## src/hw/rtl/apc_pkg.sv

```systemverilog
package apc_pkg;

    // Default filter constant and adaptation rate, both Q0.8
    localparam int FILTER_ALPHA_DEF = 128;
    localparam int ADAPT_RATE_DEF   = 26;

    // Serial arithmetic unit widths
    localparam int OP_W   = 26;
    localparam int PROD_W = 2 * OP_W;
    localparam int LEN_W  = 5;
    localparam int DEN_W  = 17;

    // Configuration port
    localparam int CFG_IDX_W  = 4;
    localparam int CFG_DATA_W = 17;

    localparam logic [CFG_IDX_W-1:0] REG_PROP_GAIN       = 4'd0;
    localparam logic [CFG_IDX_W-1:0] REG_INTEG_GAIN_DT   = 4'd1;
    localparam logic [CFG_IDX_W-1:0] REG_DERIV_GAIN_DT   = 4'd2;
    localparam logic [CFG_IDX_W-1:0] REG_FEEDFWD_GAIN    = 4'd3;
    localparam logic [CFG_IDX_W-1:0] REG_OUT_MIN         = 4'd4;
    localparam logic [CFG_IDX_W-1:0] REG_OUT_MAX         = 4'd5;
    localparam logic [CFG_IDX_W-1:0] REG_WINDUP_LIMIT    = 4'd6;
    localparam logic [CFG_IDX_W-1:0] REG_ADAPT_THRESHOLD = 4'd7;

    localparam logic [16:0] THRESH_OFF = 17'h1FFFF;
    localparam logic [9:0]  F_UNITY    = 10'd256;
    localparam logic [9:0]  F_MAX      = 10'd512;

    // Serial step counts of each operation
    localparam logic [LEN_W-1:0] LEN_DIVF  = 5'd26;
    localparam logic [LEN_W-1:0] LEN_MULKP = 5'd10;
    localparam logic [LEN_W-1:0] LEN_DIVKI = 5'd24;
    localparam logic [LEN_W-1:0] LEN_MULKD = 5'd10;
    localparam logic [LEN_W-1:0] LEN_MULP  = 5'd17;
    localparam logic [LEN_W-1:0] LEN_MULI  = 5'd24;
    localparam logic [LEN_W-1:0] LEN_MULF  = 5'd9;
    localparam logic [LEN_W-1:0] LEN_MULD  = 5'd17;
    localparam logic [LEN_W-1:0] LEN_MULFF = 5'd16;

    typedef struct packed {
        logic             start;
        logic [LEN_W-1:0] len;
    } t_unit_req;

    typedef enum logic [3:0] {
        S_IDLE,
        S_DIVF,
        S_MULKP,
        S_DIVKI,
        S_MULKD,
        S_MULP,
        S_MULI,
        S_MULF,
        S_MULD,
        S_MULFF,
        S_DONE
    } t_state;

    function automatic logic signed [31:0] sat32(input logic signed [PROD_W-1:0] v);
        logic [PROD_W-32:0] top;
        top = v[PROD_W-1:31];
        if (top == '0 || top == '1) begin
            return v[31:0];
        end
        return v[PROD_W-1] ? 32'sh80000000 : 32'sh7FFFFFFF;
    endfunction

endpackage

```

## src/hw/rtl/apc_if.sv

```systemverilog
interface apc_in_if;
    logic               valid;
    logic               ready;
    logic signed [15:0] setpoint;
    logic signed [15:0] measured;
    logic signed [15:0] feedfwd_value;

    modport source (output valid, setpoint, measured, feedfwd_value, input ready);
    modport sink (input valid, setpoint, measured, feedfwd_value, output ready);
endinterface

interface apc_out_if;
    logic               valid;
    logic               ready;
    logic signed [15:0] drive;
    logic signed [16:0] err_value;
    logic signed [31:0] p_term;
    logic signed [23:0] i_term;
    logic signed [31:0] d_term;
    logic signed [31:0] ff_term;

    modport source (output valid, drive, err_value, p_term, i_term, d_term, ff_term,
                    input ready);
    modport sink (input valid, drive, err_value, p_term, i_term, d_term, ff_term,
                  output ready);
endinterface

interface apc_cfg_if;
    logic                              valid;
    logic                              ready;
    logic [apc_pkg::CFG_IDX_W-1:0]     index;
    logic [apc_pkg::CFG_DATA_W-1:0]    data;

    modport source (output valid, index, data, input ready);
    modport sink (input valid, index, data, output ready);
endinterface

```

## src/hw/rtl/adaptive_pid_controller_core.sv

```systemverilog
// Fixed-point PID controller with anti-windup, filtered derivative on the
// measured value, feed-forward and error-driven gain adaptation.
//
// Channels: i_in takes one sample request (setpoint, measured, feedfwd_value);
// o_out returns one result request per sample (drive, err_value and the four
// terms). i_cfg writes register i at index i; indexes beyond the list drop.
// Write configuration only while no sample is in flight.
//
// Sequencing: one sample at a time. A sample walks through nine
// serial operations on one shift-add multiplier and one restoring divider,
// each running for its own bit count. With the derivative gain zero the
// filter and derivative multiplies are skipped.
//
// Reset: gains, limits and threshold take their defaults; the integral
// accumulator, previous measured value and derivative filter clear to zero.
//
// Stall: a finished result waits in the output register. The next sample is
// accepted meanwhile; its own result holds in the sequencer until the output
// register frees up.
module adaptive_pid_controller_core #(
    parameter int FILTER_ALPHA_Q8 = apc_pkg::FILTER_ALPHA_DEF,
    parameter int ADAPT_RATE_Q8   = apc_pkg::ADAPT_RATE_DEF
) (
    input  logic       i_clk,
    input  logic       i_rst_n,
    apc_in_if.sink     i_in,
    apc_out_if.source  o_out,
    apc_cfg_if.sink    i_cfg
);
    localparam logic [8:0]        ALPHA_C = 9'(256 - FILTER_ALPHA_Q8);
    localparam logic signed [9:0] ALPHA_S = 10'(FILTER_ALPHA_Q8);
    localparam logic [8:0]        RATE_C  = 9'(ADAPT_RATE_Q8);

    // Configuration registers
    logic [15:0]        r_prop_gain;
    logic [15:0]        r_integ_gain;
    logic [15:0]        r_deriv_gain;
    logic [15:0]        r_ff_gain;
    logic signed [15:0] r_out_min;
    logic signed [15:0] r_out_max;
    logic [14:0]        r_windup;
    logic [16:0]        r_thresh;

    // Sequencer
    apc_pkg::t_state    r_state, n_state;
    logic               r_wait, n_wait;
    apc_pkg::t_unit_req mul_req, div_req;

    // Per-sample working registers
    logic signed [16:0] r_err;
    logic [16:0]        r_aerr;
    logic signed [15:0] r_pv;
    logic signed [15:0] r_fv;
    logic signed [34:0] r_sum;
    logic [9:0]         r_f;
    logic [16:0]        r_kp;
    logic [23:0]        r_ki;
    logic [16:0]        r_kd;
    logic signed [31:0] r_p;
    logic signed [31:0] r_d;
    logic signed [31:0] r_ff;

    // Controller state
    logic signed [23:0] r_i;
    logic signed [15:0] r_prev;
    logic signed [25:0] r_df;

    // Output register
    logic               r_o_valid;
    logic signed [15:0] r_o_drive;
    logic signed [16:0] r_o_err;
    logic signed [31:0] r_o_p;
    logic signed [23:0] r_o_i;
    logic signed [31:0] r_o_d;
    logic signed [31:0] r_o_ff;

    // Unit connections
    logic signed [apc_pkg::OP_W-1:0]   mul_a;
    logic [apc_pkg::OP_W-1:0]          mul_b;
    logic                              mul_done;
    logic signed [apc_pkg::PROD_W-1:0] mul_p;
    logic [apc_pkg::OP_W-1:0]          div_n;
    logic [apc_pkg::DEN_W-1:0]         div_d;
    logic                              div_done;
    logic [apc_pkg::OP_W-1:0]          div_q;

    // Datapath helpers
    logic                              in_accept;
    logic                              cap;
    logic                              out_free;
    logic signed [16:0]                err_in;
    logic [16:0]                       t_eff;
    logic                              adapt;
    logic                              use2;
    logic [16:0]                       excess;
    logic [apc_pkg::OP_W-1:0]          numer;
    logic signed [apc_pkg::OP_W-1:0]   err_ext;
    logic signed [16:0]                dm;
    logic signed [26:0]                dm_a;
    logic signed [apc_pkg::PROD_W-1:0] acc;
    logic signed [apc_pkg::PROD_W-1:0] lim;
    logic signed [23:0]                i_new;
    logic signed [apc_pkg::PROD_W-1:0] prod_sh;
    logic signed [25:0]                df_new;
    logic signed [31:0]                p_sat;
    logic signed [31:0]                d_sat;
    logic signed [34:0]                s_sh;
    logic signed [34:0]                s_lo;
    logic signed [34:0]                s_clamp;

    apc_ser_mul u_mul (
        .i_clk   (i_clk),
        .i_rst_n (i_rst_n),
        .i_req   (mul_req),
        .i_a     (mul_a),
        .i_b     (mul_b),
        .o_done  (mul_done),
        .o_prod  (mul_p)
    );

    apc_ser_div u_div (
        .i_clk   (i_clk),
        .i_rst_n (i_rst_n),
        .i_req   (div_req),
        .i_num   (div_n),
        .i_den   (div_d),
        .o_done  (div_done),
        .o_quo   (div_q)
    );

    assign i_in.ready  = (r_state == apc_pkg::S_IDLE);
    assign in_accept   = i_in.valid && i_in.ready;
    assign i_cfg.ready = 1'b1;
    assign cap         = r_wait && (mul_done || div_done);
    assign out_free    = !r_o_valid || o_out.ready;

    // Error and adaptation decision
    assign err_in  = {i_in.setpoint[15], i_in.setpoint} - {i_in.measured[15], i_in.measured};
    assign t_eff   = (r_thresh == '0) ? 17'd1 : r_thresh;
    assign adapt   = (r_thresh != apc_pkg::THRESH_OFF) && (r_aerr > t_eff);
    assign use2    = adapt && ({1'b0, r_aerr} > {t_eff, 1'b0});
    assign excess  = r_aerr - t_eff;
    assign numer   = adapt ? ({9'b0, excess} * {17'b0, RATE_C}) : '0;
    assign err_ext = {{(apc_pkg::OP_W-17){r_err[16]}}, r_err};

    // Integral update with windup clamp
    assign lim = {{(apc_pkg::PROD_W-23){1'b0}}, r_windup, 8'b0};
    assign acc = {{(apc_pkg::PROD_W-24){r_i[23]}}, r_i} + mul_p;
    always_comb begin
        if (r_integ_gain == '0) begin
            i_new = r_i;
        end else if (acc > lim) begin
            i_new = lim[23:0];
        end else if (acc < -lim) begin
            i_new = 24'(-lim);
        end else begin
            i_new = acc[23:0];
        end
    end

    // Derivative filter and terms
    assign dm      = {r_pv[15], r_pv} - {r_prev[15], r_prev};
    assign dm_a    = 27'(dm) * 27'(ALPHA_S);
    assign prod_sh = mul_p >>> 8;
    assign df_new  = prod_sh[25:0] + dm_a[25:0];
    assign p_sat   = apc_pkg::sat32(mul_p);
    assign d_sat   = apc_pkg::sat32(-prod_sh);

    // Output sum: raise to out_min, then lower to out_max
    assign s_sh    = r_sum >>> 8;
    assign s_lo    = (s_sh < 35'(r_out_min)) ? 35'(r_out_min) : s_sh;
    assign s_clamp = (s_lo > 35'(r_out_max)) ? 35'(r_out_max) : s_lo;

    // Operand selection for the serial units
    always_comb begin
        mul_a = '0;
        mul_b = '0;
        div_n = '0;
        div_d = '0;
        case (r_state)
            apc_pkg::S_DIVF: begin
                div_n = numer;
                div_d = t_eff;
            end
            apc_pkg::S_MULKP: begin
                mul_a = {10'b0, r_prop_gain};
                mul_b = {r_f, 16'b0};
            end
            apc_pkg::S_DIVKI: begin
                div_n = {r_integ_gain, 10'b0};
                div_d = {7'b0, r_f};
            end
            apc_pkg::S_MULKD: begin
                mul_a = {10'b0, r_deriv_gain};
                mul_b = {r_f, 16'b0};
            end
            apc_pkg::S_MULP: begin
                mul_a = err_ext;
                mul_b = {r_kp, 9'b0};
            end
            apc_pkg::S_MULI: begin
                mul_a = err_ext;
                mul_b = {r_ki, 2'b0};
            end
            apc_pkg::S_MULF: begin
                mul_a = r_df;
                mul_b = {ALPHA_C, 17'b0};
            end
            apc_pkg::S_MULD: begin
                mul_a = r_df;
                mul_b = {r_kd, 9'b0};
            end
            apc_pkg::S_MULFF: begin
                mul_a = {{10{r_fv[15]}}, r_fv};
                mul_b = {r_ff_gain, 10'b0};
            end
            default: begin
            end
        endcase
    end

    // Next state: launch the unit on entry, advance when it reports done
    always_comb begin
        n_state = r_state;
        n_wait  = r_wait;
        mul_req = '0;
        div_req = '0;
        case (r_state)
            apc_pkg::S_IDLE: begin
                if (in_accept) begin
                    n_state = apc_pkg::S_DIVF;
                end
            end
            apc_pkg::S_DIVF, apc_pkg::S_DIVKI: begin
                if (!r_wait) begin
                    div_req.start = 1'b1;
                    div_req.len   = (r_state == apc_pkg::S_DIVF) ? apc_pkg::LEN_DIVF
                                                                 : apc_pkg::LEN_DIVKI;
                    n_wait        = 1'b1;
                end else if (div_done) begin
                    n_wait  = 1'b0;
                    n_state = (r_state == apc_pkg::S_DIVF) ? apc_pkg::S_MULKP
                                                           : apc_pkg::S_MULKD;
                end
            end
            apc_pkg::S_MULKP, apc_pkg::S_MULKD, apc_pkg::S_MULP, apc_pkg::S_MULI,
            apc_pkg::S_MULF, apc_pkg::S_MULD, apc_pkg::S_MULFF: begin
                if (!r_wait) begin
                    mul_req.start = 1'b1;
                    n_wait        = 1'b1;
                    case (r_state)
                        apc_pkg::S_MULKP: mul_req.len = apc_pkg::LEN_MULKP;
                        apc_pkg::S_MULKD: mul_req.len = apc_pkg::LEN_MULKD;
                        apc_pkg::S_MULP:  mul_req.len = apc_pkg::LEN_MULP;
                        apc_pkg::S_MULI:  mul_req.len = apc_pkg::LEN_MULI;
                        apc_pkg::S_MULF:  mul_req.len = apc_pkg::LEN_MULF;
                        apc_pkg::S_MULD:  mul_req.len = apc_pkg::LEN_MULD;
                        default:          mul_req.len = apc_pkg::LEN_MULFF;
                    endcase
                end else if (mul_done) begin
                    n_wait = 1'b0;
                    case (r_state)
                        apc_pkg::S_MULKP: n_state = apc_pkg::S_DIVKI;
                        apc_pkg::S_MULKD: n_state = apc_pkg::S_MULP;
                        apc_pkg::S_MULP:  n_state = apc_pkg::S_MULI;
                        apc_pkg::S_MULI:  n_state = (r_deriv_gain != '0) ? apc_pkg::S_MULF
                                                                         : apc_pkg::S_MULFF;
                        apc_pkg::S_MULF:  n_state = apc_pkg::S_MULD;
                        apc_pkg::S_MULD:  n_state = apc_pkg::S_MULFF;
                        default:          n_state = apc_pkg::S_DONE;
                    endcase
                end
            end
            apc_pkg::S_DONE: begin
                if (out_free) begin
                    n_state = apc_pkg::S_IDLE;
                end
            end
            default: begin
                n_state = apc_pkg::S_IDLE;
                n_wait  = 1'b0;
            end
        endcase
    end

    always_ff @(posedge i_clk) begin
        if (!i_rst_n) begin
            r_state <= apc_pkg::S_IDLE;
            r_wait  <= 1'b0;
        end else begin
            r_state <= n_state;
            r_wait  <= n_wait;
        end
    end

    // Configuration writes; unknown indexes drop
    always_ff @(posedge i_clk) begin
        if (!i_rst_n) begin
            r_prop_gain  <= 16'd256;
            r_integ_gain <= '0;
            r_deriv_gain <= '0;
            r_ff_gain    <= '0;
            r_out_min    <= 16'sh8000;
            r_out_max    <= 16'sh7FFF;
            r_windup     <= 15'h7FFF;
            r_thresh     <= apc_pkg::THRESH_OFF;
        end else if (i_cfg.valid) begin
            case (i_cfg.index)
                apc_pkg::REG_PROP_GAIN:       r_prop_gain  <= i_cfg.data[15:0];
                apc_pkg::REG_INTEG_GAIN_DT:   r_integ_gain <= i_cfg.data[15:0];
                apc_pkg::REG_DERIV_GAIN_DT:   r_deriv_gain <= i_cfg.data[15:0];
                apc_pkg::REG_FEEDFWD_GAIN:    r_ff_gain    <= i_cfg.data[15:0];
                apc_pkg::REG_OUT_MIN:         r_out_min    <= i_cfg.data[15:0];
                apc_pkg::REG_OUT_MAX:         r_out_max    <= i_cfg.data[15:0];
                apc_pkg::REG_WINDUP_LIMIT:    r_windup     <= i_cfg.data[14:0];
                apc_pkg::REG_ADAPT_THRESHOLD: r_thresh     <= i_cfg.data[16:0];
                default: begin
                end
            endcase
        end
    end

    // Controller state and adapted factor
    always_ff @(posedge i_clk) begin
        if (!i_rst_n) begin
            r_i    <= '0;
            r_prev <= '0;
            r_df   <= '0;
            r_f    <= apc_pkg::F_UNITY;
        end else begin
            if (cap && r_state == apc_pkg::S_DIVF) begin
                if (!adapt) begin
                    r_f <= apc_pkg::F_UNITY;
                end else if (div_q[apc_pkg::OP_W-1:8] != '0) begin
                    r_f <= apc_pkg::F_MAX;
                end else begin
                    r_f <= {2'b01, div_q[7:0]};
                end
            end
            if (cap && r_state == apc_pkg::S_MULI) begin
                r_i <= i_new;
            end
            if (cap && r_state == apc_pkg::S_MULF) begin
                r_df <= df_new;
            end
            if (r_state == apc_pkg::S_DONE && out_free) begin
                r_prev <= r_pv;
            end
        end
    end

    // Per-sample datapath captures
    always_ff @(posedge i_clk) begin
        if (in_accept) begin
            r_err  <= err_in;
            r_aerr <= err_in[16] ? 17'(-err_in) : 17'(err_in);
            r_pv   <= i_in.measured;
            r_fv   <= i_in.feedfwd_value;
            r_sum  <= '0;
            r_d    <= '0;
        end else if (cap) begin
            case (r_state)
                apc_pkg::S_MULKP: r_kp <= mul_p[24:8];
                apc_pkg::S_DIVKI: r_ki <= div_q[23:0];
                apc_pkg::S_MULKD: r_kd <= use2 ? mul_p[24:8] : {1'b0, r_deriv_gain};
                apc_pkg::S_MULP: begin
                    r_p   <= p_sat;
                    r_sum <= r_sum + 35'(p_sat);
                end
                apc_pkg::S_MULI: begin
                    r_sum <= r_sum + 35'(i_new);
                end
                apc_pkg::S_MULD: begin
                    r_d   <= d_sat;
                    r_sum <= r_sum + 35'(d_sat);
                end
                apc_pkg::S_MULFF: begin
                    r_ff  <= mul_p[31:0];
                    r_sum <= r_sum + 35'($signed(mul_p[31:0]));
                end
                default: begin
                end
            endcase
        end
    end

    // Output register: hold until taken
    always_ff @(posedge i_clk) begin
        if (!i_rst_n) begin
            r_o_valid <= 1'b0;
        end else if (r_state == apc_pkg::S_DONE && out_free) begin
            r_o_valid <= 1'b1;
        end else if (o_out.ready) begin
            r_o_valid <= 1'b0;
        end
    end

    always_ff @(posedge i_clk) begin
        if (r_state == apc_pkg::S_DONE && out_free) begin
            r_o_drive <= s_clamp[15:0];
            r_o_err   <= r_err;
            r_o_p     <= r_p;
            r_o_i     <= r_i;
            r_o_d     <= r_d;
            r_o_ff    <= r_ff;
        end
    end

    assign o_out.valid     = r_o_valid;
    assign o_out.drive     = r_o_drive;
    assign o_out.err_value = r_o_err;
    assign o_out.p_term    = r_o_p;
    assign o_out.i_term    = r_o_i;
    assign o_out.d_term    = r_o_d;
    assign o_out.ff_term   = r_o_ff;

    a_mul_done_in_mul_state: assert property (@(posedge i_clk) disable iff (!i_rst_n)
        mul_done |-> r_wait && (r_state == apc_pkg::S_MULKP || r_state == apc_pkg::S_MULKD ||
            r_state == apc_pkg::S_MULP || r_state == apc_pkg::S_MULI ||
            r_state == apc_pkg::S_MULF || r_state == apc_pkg::S_MULD ||
            r_state == apc_pkg::S_MULFF))
        else $error("multiplier finished outside a multiply step");

    a_div_done_in_div_state: assert property (@(posedge i_clk) disable iff (!i_rst_n)
        div_done |-> r_wait && (r_state == apc_pkg::S_DIVF || r_state == apc_pkg::S_DIVKI))
        else $error("divider finished outside a divide step");

    a_factor_range: assert property (@(posedge i_clk) disable iff (!i_rst_n)
        r_f >= apc_pkg::F_UNITY && r_f <= apc_pkg::F_MAX)
        else $error("adapt factor out of range");

    a_idle_no_pending: assert property (@(posedge i_clk) disable iff (!i_rst_n)
        r_state == apc_pkg::S_IDLE |-> !r_wait)
        else $error("unit request pending while idle");

    a_drive_below_max: assert property (@(posedge i_clk) disable iff (!i_rst_n)
        r_o_valid |-> r_o_drive <= r_out_max)
        else $error("drive above upper clamp");
endmodule

```

## src/hw/rtl/apc_ser_mul.sv

```systemverilog
// Shift-add multiplier, one multiplier bit per cycle, MSB first.
// The multiplier operand arrives left-aligned; len bits are consumed.
module apc_ser_mul (
    input  logic                                i_clk,
    input  logic                                i_rst_n,
    input  apc_pkg::t_unit_req                  i_req,
    input  logic signed [apc_pkg::OP_W-1:0]     i_a,
    input  logic [apc_pkg::OP_W-1:0]            i_b,
    output logic                                o_done,
    output logic signed [apc_pkg::PROD_W-1:0]   o_prod
);
    logic [apc_pkg::LEN_W-1:0]          r_cnt;
    logic                               r_done;
    logic signed [apc_pkg::OP_W-1:0]    r_a;
    logic [apc_pkg::OP_W-1:0]           r_b;
    logic signed [apc_pkg::PROD_W-1:0]  r_p;
    logic signed [apc_pkg::PROD_W-1:0]  addend;

    assign addend = r_b[apc_pkg::OP_W-1]
                  ? {{(apc_pkg::PROD_W-apc_pkg::OP_W){r_a[apc_pkg::OP_W-1]}}, r_a}
                  : '0;

    always_ff @(posedge i_clk) begin
        if (!i_rst_n) begin
            r_cnt  <= '0;
            r_done <= 1'b0;
        end else begin
            r_done <= 1'b0;
            if (i_req.start) begin
                r_cnt <= i_req.len;
            end else if (r_cnt != '0) begin
                r_cnt  <= r_cnt - 1'b1;
                r_done <= (r_cnt == apc_pkg::LEN_W'(1));
            end
        end
    end

    always_ff @(posedge i_clk) begin
        if (i_req.start) begin
            r_a <= i_a;
            r_b <= i_b;
            r_p <= '0;
        end else if (r_cnt != '0) begin
            r_p <= (r_p <<< 1) + addend;
            r_b <= r_b << 1;
        end
    end

    assign o_done = r_done;
    assign o_prod = r_p;
endmodule

```

## src/hw/rtl/apc_ser_div.sv

```systemverilog
// Restoring divider, one quotient bit per cycle.
// The dividend arrives left-aligned; len quotient bits are produced.
module apc_ser_div (
    input  logic                             i_clk,
    input  logic                             i_rst_n,
    input  apc_pkg::t_unit_req               i_req,
    input  logic [apc_pkg::OP_W-1:0]         i_num,
    input  logic [apc_pkg::DEN_W-1:0]        i_den,
    output logic                             o_done,
    output logic [apc_pkg::OP_W-1:0]         o_quo
);
    logic [apc_pkg::LEN_W-1:0]  r_cnt;
    logic                       r_done;
    logic [apc_pkg::OP_W-1:0]   r_n;
    logic [apc_pkg::DEN_W-1:0]  r_d;
    logic [apc_pkg::DEN_W-1:0]  r_rem;
    logic [apc_pkg::OP_W-1:0]   r_q;
    logic [apc_pkg::DEN_W:0]    trial;
    logic [apc_pkg::DEN_W:0]    diff;
    logic                       ge;

    assign trial = {r_rem, r_n[apc_pkg::OP_W-1]};
    assign diff  = trial - {1'b0, r_d};
    assign ge    = trial >= {1'b0, r_d};

    always_ff @(posedge i_clk) begin
        if (!i_rst_n) begin
            r_cnt  <= '0;
            r_done <= 1'b0;
        end else begin
            r_done <= 1'b0;
            if (i_req.start) begin
                r_cnt <= i_req.len;
            end else if (r_cnt != '0) begin
                r_cnt  <= r_cnt - 1'b1;
                r_done <= (r_cnt == apc_pkg::LEN_W'(1));
            end
        end
    end

    always_ff @(posedge i_clk) begin
        if (i_req.start) begin
            r_n   <= i_num;
            r_d   <= i_den;
            r_rem <= '0;
            r_q   <= '0;
        end else if (r_cnt != '0) begin
            r_rem <= ge ? diff[apc_pkg::DEN_W-1:0] : trial[apc_pkg::DEN_W-1:0];
            r_q   <= {r_q[apc_pkg::OP_W-2:0], ge};
            r_n   <= r_n << 1;
        end
    end

    assign o_done = r_done;
    assign o_quo  = r_q;
endmodule

```

## src/flat_wrapper.sv

```systemverilog
// flat-port wrapper written by rule: the top's interface ports become plain ports
module adaptive_pid_controller_core_flat 
#(
    parameter int FILTER_ALPHA_Q8 = apc_pkg::FILTER_ALPHA_DEF,
    parameter int ADAPT_RATE_Q8   = apc_pkg::ADAPT_RATE_DEF
)
  (i_clk, i_rst_n, i_in_valid, i_in_setpoint, i_in_measured, i_in_feedfwd_value, i_in_ready, o_out_valid, o_out_drive, o_out_err_value, o_out_p_term, o_out_i_term, o_out_d_term, o_out_ff_term, o_out_ready, i_cfg_valid, i_cfg_index, i_cfg_data, i_cfg_ready);
  apc_in_if i_in_i ();
  apc_out_if o_out_i ();
  apc_cfg_if i_cfg_i ();
  input  logic i_clk;
  input  logic i_rst_n;
  input wire logic [$bits(i_in_i.valid)-1:0] i_in_valid;
  input wire logic [$bits(i_in_i.setpoint)-1:0] i_in_setpoint;
  input wire logic [$bits(i_in_i.measured)-1:0] i_in_measured;
  input wire logic [$bits(i_in_i.feedfwd_value)-1:0] i_in_feedfwd_value;
  output wire logic [$bits(i_in_i.ready)-1:0] i_in_ready;
  output wire logic [$bits(o_out_i.valid)-1:0] o_out_valid;
  output wire logic [$bits(o_out_i.drive)-1:0] o_out_drive;
  output wire logic [$bits(o_out_i.err_value)-1:0] o_out_err_value;
  output wire logic [$bits(o_out_i.p_term)-1:0] o_out_p_term;
  output wire logic [$bits(o_out_i.i_term)-1:0] o_out_i_term;
  output wire logic [$bits(o_out_i.d_term)-1:0] o_out_d_term;
  output wire logic [$bits(o_out_i.ff_term)-1:0] o_out_ff_term;
  input wire logic [$bits(o_out_i.ready)-1:0] o_out_ready;
  input wire logic [$bits(i_cfg_i.valid)-1:0] i_cfg_valid;
  input wire logic [$bits(i_cfg_i.index)-1:0] i_cfg_index;
  input wire logic [$bits(i_cfg_i.data)-1:0] i_cfg_data;
  output wire logic [$bits(i_cfg_i.ready)-1:0] i_cfg_ready;
  assign i_in_i.valid = i_in_valid;
  assign i_in_i.setpoint = i_in_setpoint;
  assign i_in_i.measured = i_in_measured;
  assign i_in_i.feedfwd_value = i_in_feedfwd_value;
  assign i_in_ready = i_in_i.ready;
  assign o_out_valid = o_out_i.valid;
  assign o_out_drive = o_out_i.drive;
  assign o_out_err_value = o_out_i.err_value;
  assign o_out_p_term = o_out_i.p_term;
  assign o_out_i_term = o_out_i.i_term;
  assign o_out_d_term = o_out_i.d_term;
  assign o_out_ff_term = o_out_i.ff_term;
  assign o_out_i.ready = o_out_ready;
  assign i_cfg_i.valid = i_cfg_valid;
  assign i_cfg_i.index = i_cfg_index;
  assign i_cfg_i.data = i_cfg_data;
  assign i_cfg_ready = i_cfg_i.ready;
  adaptive_pid_controller_core #(.FILTER_ALPHA_Q8(FILTER_ALPHA_Q8), .ADAPT_RATE_Q8(ADAPT_RATE_Q8)) u_core (.i_clk(i_clk), .i_rst_n(i_rst_n), .i_in(i_in_i), .o_out(o_out_i), .i_cfg(i_cfg_i));
endmodule
```

## config.mk

```make
export PLATFORM = sky130hd
export DESIGN_NAME = adaptive_pid_controller_core_flat
export DESIGN_NICKNAME = d
export VERILOG_FILES = /design/src/hw/rtl/apc_pkg.sv /design/src/hw/rtl/apc_if.sv /design/src/hw/rtl/adaptive_pid_controller_core.sv /design/src/hw/rtl/apc_ser_mul.sv /design/src/hw/rtl/apc_ser_div.sv /design/src/flat_wrapper.sv
export SDC_FILE = /design/constraint.sdc
export NUM_CORES = 2
export LEC_CHECK = 0
export BUFFER_PORTS_ARGS = -buffer_cell sky130_fd_sc_hd__buf_4
export CAP_MARGIN = 20
export CELL_PAD_IN_SITES_DETAIL_PLACEMENT = 1
export CELL_PAD_IN_SITES_GLOBAL_PLACEMENT = 2
export CORE_MARGIN = 2
export CORE_UTILIZATION = 31
export DETAILED_ROUTE_END_ITERATION = 16
export GPL_TIMING_DRIVEN = 0
export PLACE_DENSITY_LB_ADDON = 0.1
export SETUP_SLACK_MARGIN = 0.1
export SLEW_MARGIN = 25
export SYNTH_ARGS = -nofsm -noshare
export SYNTH_HDL_FRONTEND = slang
export SYNTH_SLANG_ARGS = --single-unit
```

## constraint.sdc

```tcl
create_clock -name i_clk -period 7.5 [get_ports i_clk]
set_input_delay 1.875 -clock i_clk [delete_from_list [all_inputs] [get_ports i_clk]]
set_output_delay 1.875 -clock i_clk [all_outputs]
set_load 0.05 [all_outputs]
```

==> results.yml <==
run_status:
  status: "complete, but fails checks"
  violations: "setup timing"
global_route:
  grt_max_degree: 50
  use_met2_pct: 44.47
  grt_use_met3_pct: 2.513
  grt_usage_pct: 25.79
  grt_overflow: 0
  grt.busiest_layer: "met2"
  antenna_found_initial: 14
  grt_pass1_vias: 43440
  grt_pass1_wl_mm: 307.2
  use_met1_pct: 33.61
cells_and_area:
  drive_gt1_share_pct: 17.52
  final_core_util_pct: 38.74
  n_fill_cell: 17760
  final-seq-area_mm2: 0.02083
  area_delta_synth_final_pct: 23.88
  multi_input_area_mm2: 0.02838
  layout.nets: 6223
  final_area_mm2: 0.06066
  stdcell_count: 7884
timing:
  setup_ws_ps: -840.0
  maxSlewViolCount: 0
  relSlewSlack_pct: 22.87
  skew_ps: 70.25
  setup-tns-final_ps: -8470
  max_clock_freq_mhz: 119.9
  setup_viol: 20
  fin_crit_ps: 8340
  hold_slack_ps: 418.1
  hold_violations: 0
  worst_pin_slew_ps: 1157
  fin_crit_sh_pct: 111.2
  rsz0062_at_grt: "true"
clock_network:
  clock-root-buffer: "clkbuf_16"
  cts_sinks: 816
  cts_buffers: 101
  max-clock-path-buffers: 3
  cts_tree: "built"
  insertion_delay_ps: 760
  clk_pin_slew_worst_paths_ps: 60
  ctsHoldBuffers: 0
  cts_max_level: 3
die:
  dieWidth_um: 401.4
  core_area_mm2: 0.1566
  std_cell_rows: 145
  die_area_mm2: 0.1612
  die_h_um: 401.4
  start_util_pct: 31.27
  boundaryPins: 230
worst_setup_path:
  crit_required_ps: 8180
  critical_path.max_stage_delay_ps: 460
  crit_path_top_delay_cell: "or3b_4"
  path_delay_family: "compound AO/OA/AOI/OAI gates"
  critPathMaxFanout: 10
  r2r_slack_ps: -840
  criticalPathCategory: "reg2reg"
  r2r-start: "u_core.u_mul.o_prod[11]$_SDFFE_PP0P_"
  cp.arrival_ps: 9020
  worstSetupStartpointType: "flip-flop"
  worst-path-buf-inv: 5
  r2r-end: "u_core.r_sum[34]$_SDFFE_PP0P_"
  worstRegToRegCells: 38
  endpoint_kind: "flip-flop"
run:
  cap_viol_max_count: 0
place:
  placed_cell_area_mm2: 0.05366
  gp_congestion: 0.8870
  dpl.cell_count: 7562
  place_ws_ps: -3451
  dp_hpwl_mm: 164.8
  portBuffers: 210
pwr:
  p_leak_nw: 24.30
  powerDensity_mw_per_mm2: 385.6
  total_power_mw: 23.39
  ir_drop_mv: 0.3693
hold_path:
  worstHoldEndpoint: "u_core.o_out.ff_term[15]$_DFFE_PP_"
  hp-start: "u_core.r_ff[15]$_DFFE_PP_"
  hold_class: "reg2reg"
  min_delay_path_depth: 0
drt:
  post-route-drc-count: 0
  dr.first_iter.drc_count: 2859
  routed_wl_mm: 213.1
  wl_per_cell_um: 27.03
  dr.pass1.iters: 7
  via_per_inst: 5.412
  ant_nets: 0
  vias: 42670
synthesis:
  synth_area_mm2: 0.04897
  synth_enable_flop_cells: 432
  yosysSeqAreaShare_pct: 42.19
  async_flop_share_pct: 0
  synth_seq_cells: 816
  ys.flop_type: "edfxtp_1"
  synthDistinctLibCells: 88
  syn_avg_cell_area_um2: 9.290
  syn_inst: 5271
  synth_fp_nets: 5761
  yosys_warnings: 0
power by group:
part	internal [mW]	switching, mW
Sequential	5.66	1.04
Clock	3.10	2.19
Combinational	4.21	7.19
Total	13.0	10.4
cells in the final DEF (no fill, tap or decap), drive strengths merged, types with 57 or more instances in the layout:
cell	count
a21boi	102
dfxtp	384
a21oi	382
a211oi	71
inv	288
nor3	115
buf	396
xnor2	156
nand3	81
nand2	704
xor2	84
clkbuf	349
a21o	169
nand4	57
nor2b	101
nor2	346
edfxtp	432
o21ai	227
o211ai	76
ha	394
mux2i	73
Yosys cell counts, types with 102 or more instances:
library cell / count / area (µm²)
inv_1: 285 / 1070
edfxtp_1: 432 / 12970
nor3_1: 115 / 575.6
dfxtp_1: 384 / 7687
a21boi_0: 102 / 765.7
xnor2_1: 156 / 1366
clkbuf_1: 236 / 885.9
ha_1: 394 / 4930
a21o_1: 169 / 1269
nor2_1: 345 / 1295
a21oi_1: 381 / 1907
o21ai_0: 217 / 1086
nand2_1: 704 / 2643
worst reg2reg max path, delay by kind of cell (launching register included):
kind | cells | cell delay (ps)
flip-flops | 1 | 380
adder cells (fa/ha/maj) | 3 | 990
XOR/XNOR | 2 | 320
AND/OR/NAND/NOR | 6 | 1230
buffers and inverters | 5 | 740
multiplexers | 2 | 430
AO/OA/AOI/OAI | 20 | 4190
cell families after synthesis:
| family | synth area share [%] |
|---|---|
| flops | 42.19 |
| simple gates | 16.07 |
| mux | 2.642 |
| compound gates | 19.59 |
| buf+inv | 4.237 |
| fa+ha+maj | 10.97 |
| xor+xnor | 4.293 |
| other cells | 0.007658 |
flip-flops by register name (all words and copies together), names as in the netlist, 24 cells and up:
signal	count
u_core.o_out.d_term	32
u_core.o_out.ff_term	32
u_core.o_out.i_term	24
u_core.o_out.p_term	32
u_core.r_d	32
u_core.r_df	26
u_core.r_ff	32
u_core.r_i	24
u_core.r_ki	24
u_core.r_p	32
u_core.r_sum	35
u_core.u_div.o_quo	26
u_core.u_div.r_n	25
u_core.u_mul.o_prod	52
u_core.u_mul.r_a	26
u_core.u_mul.r_b	24
how the worst max path moves through the flow:
| stage | endpoint | from | slack [ps] | cells past startpoint |
|---|---|---|---|---|
| after CTS | u_core.r_sum[34]$_SDFFE_PP0P_ | u_core.u_mul.o_prod[12]$_SDFFE_PP0P_ | -1080 | 36 |
| after global routing | u_core.r_sum[31]$_SDFFE_PP0P_ | u_core.u_mul.o_prod[0]$_SDFFE_PP0P_ | -1100 | 43 |
| after global placement | u_core.r_sum[34]$_SDFFE_PP0P_ | u_core.u_mul.o_prod[8]$_SDFFE_PP0P_ | -3560 | 38 |
| after floorplan | u_core.r_sum[34]$_SDFFE_PP0P_ | u_core.u_mul.o_prod[1]$_SDFFE_PP0P_ | 110 | 38 |
| final | u_core.r_sum[34]$_SDFFE_PP0P_ | u_core.u_mul.o_prod[11]$_SDFFE_PP0P_ | -840 | 38 |
| after detailed placement | u_core.r_sum[34]$_SDFFE_PP0P_ | u_core.u_mul.o_prod[8]$_SDFFE_PP0P_ | -3450 | 38 |
layer usage:
metal / vias to the layer above / share of wire [%]
met3: 288 / 3.3
met1: 21380 / 45
met4: 2 / 3.7
met5: - / 0.0042
li1: 20120 / -
met2: 876 / 48
area by class of cell:
| cell class | count | area share [%] |
|---|---|---|
| multi-input combinational | 3910 | 46.78 |
| sequential | 816 | 34.34 |
| timing repair buffer | 371 | 5.177 |
| clock buffer | 128 | 4.571 |
| tap | 2058 | 4.245 |
| inverter | 287 | 1.786 |
| buffer | 246 | 1.720 |
| clock inverter | 64 | 1.359 |
| antenna | 4 | 0.01650 |
timing repair:
action	in CTS	in global routing
setup endpoints to repair	48	39
gates resized for setup	321	185
pin swaps	115	123
buffers inserted	104	42
cloned	0	2
(Power assumes the default switching activity.)
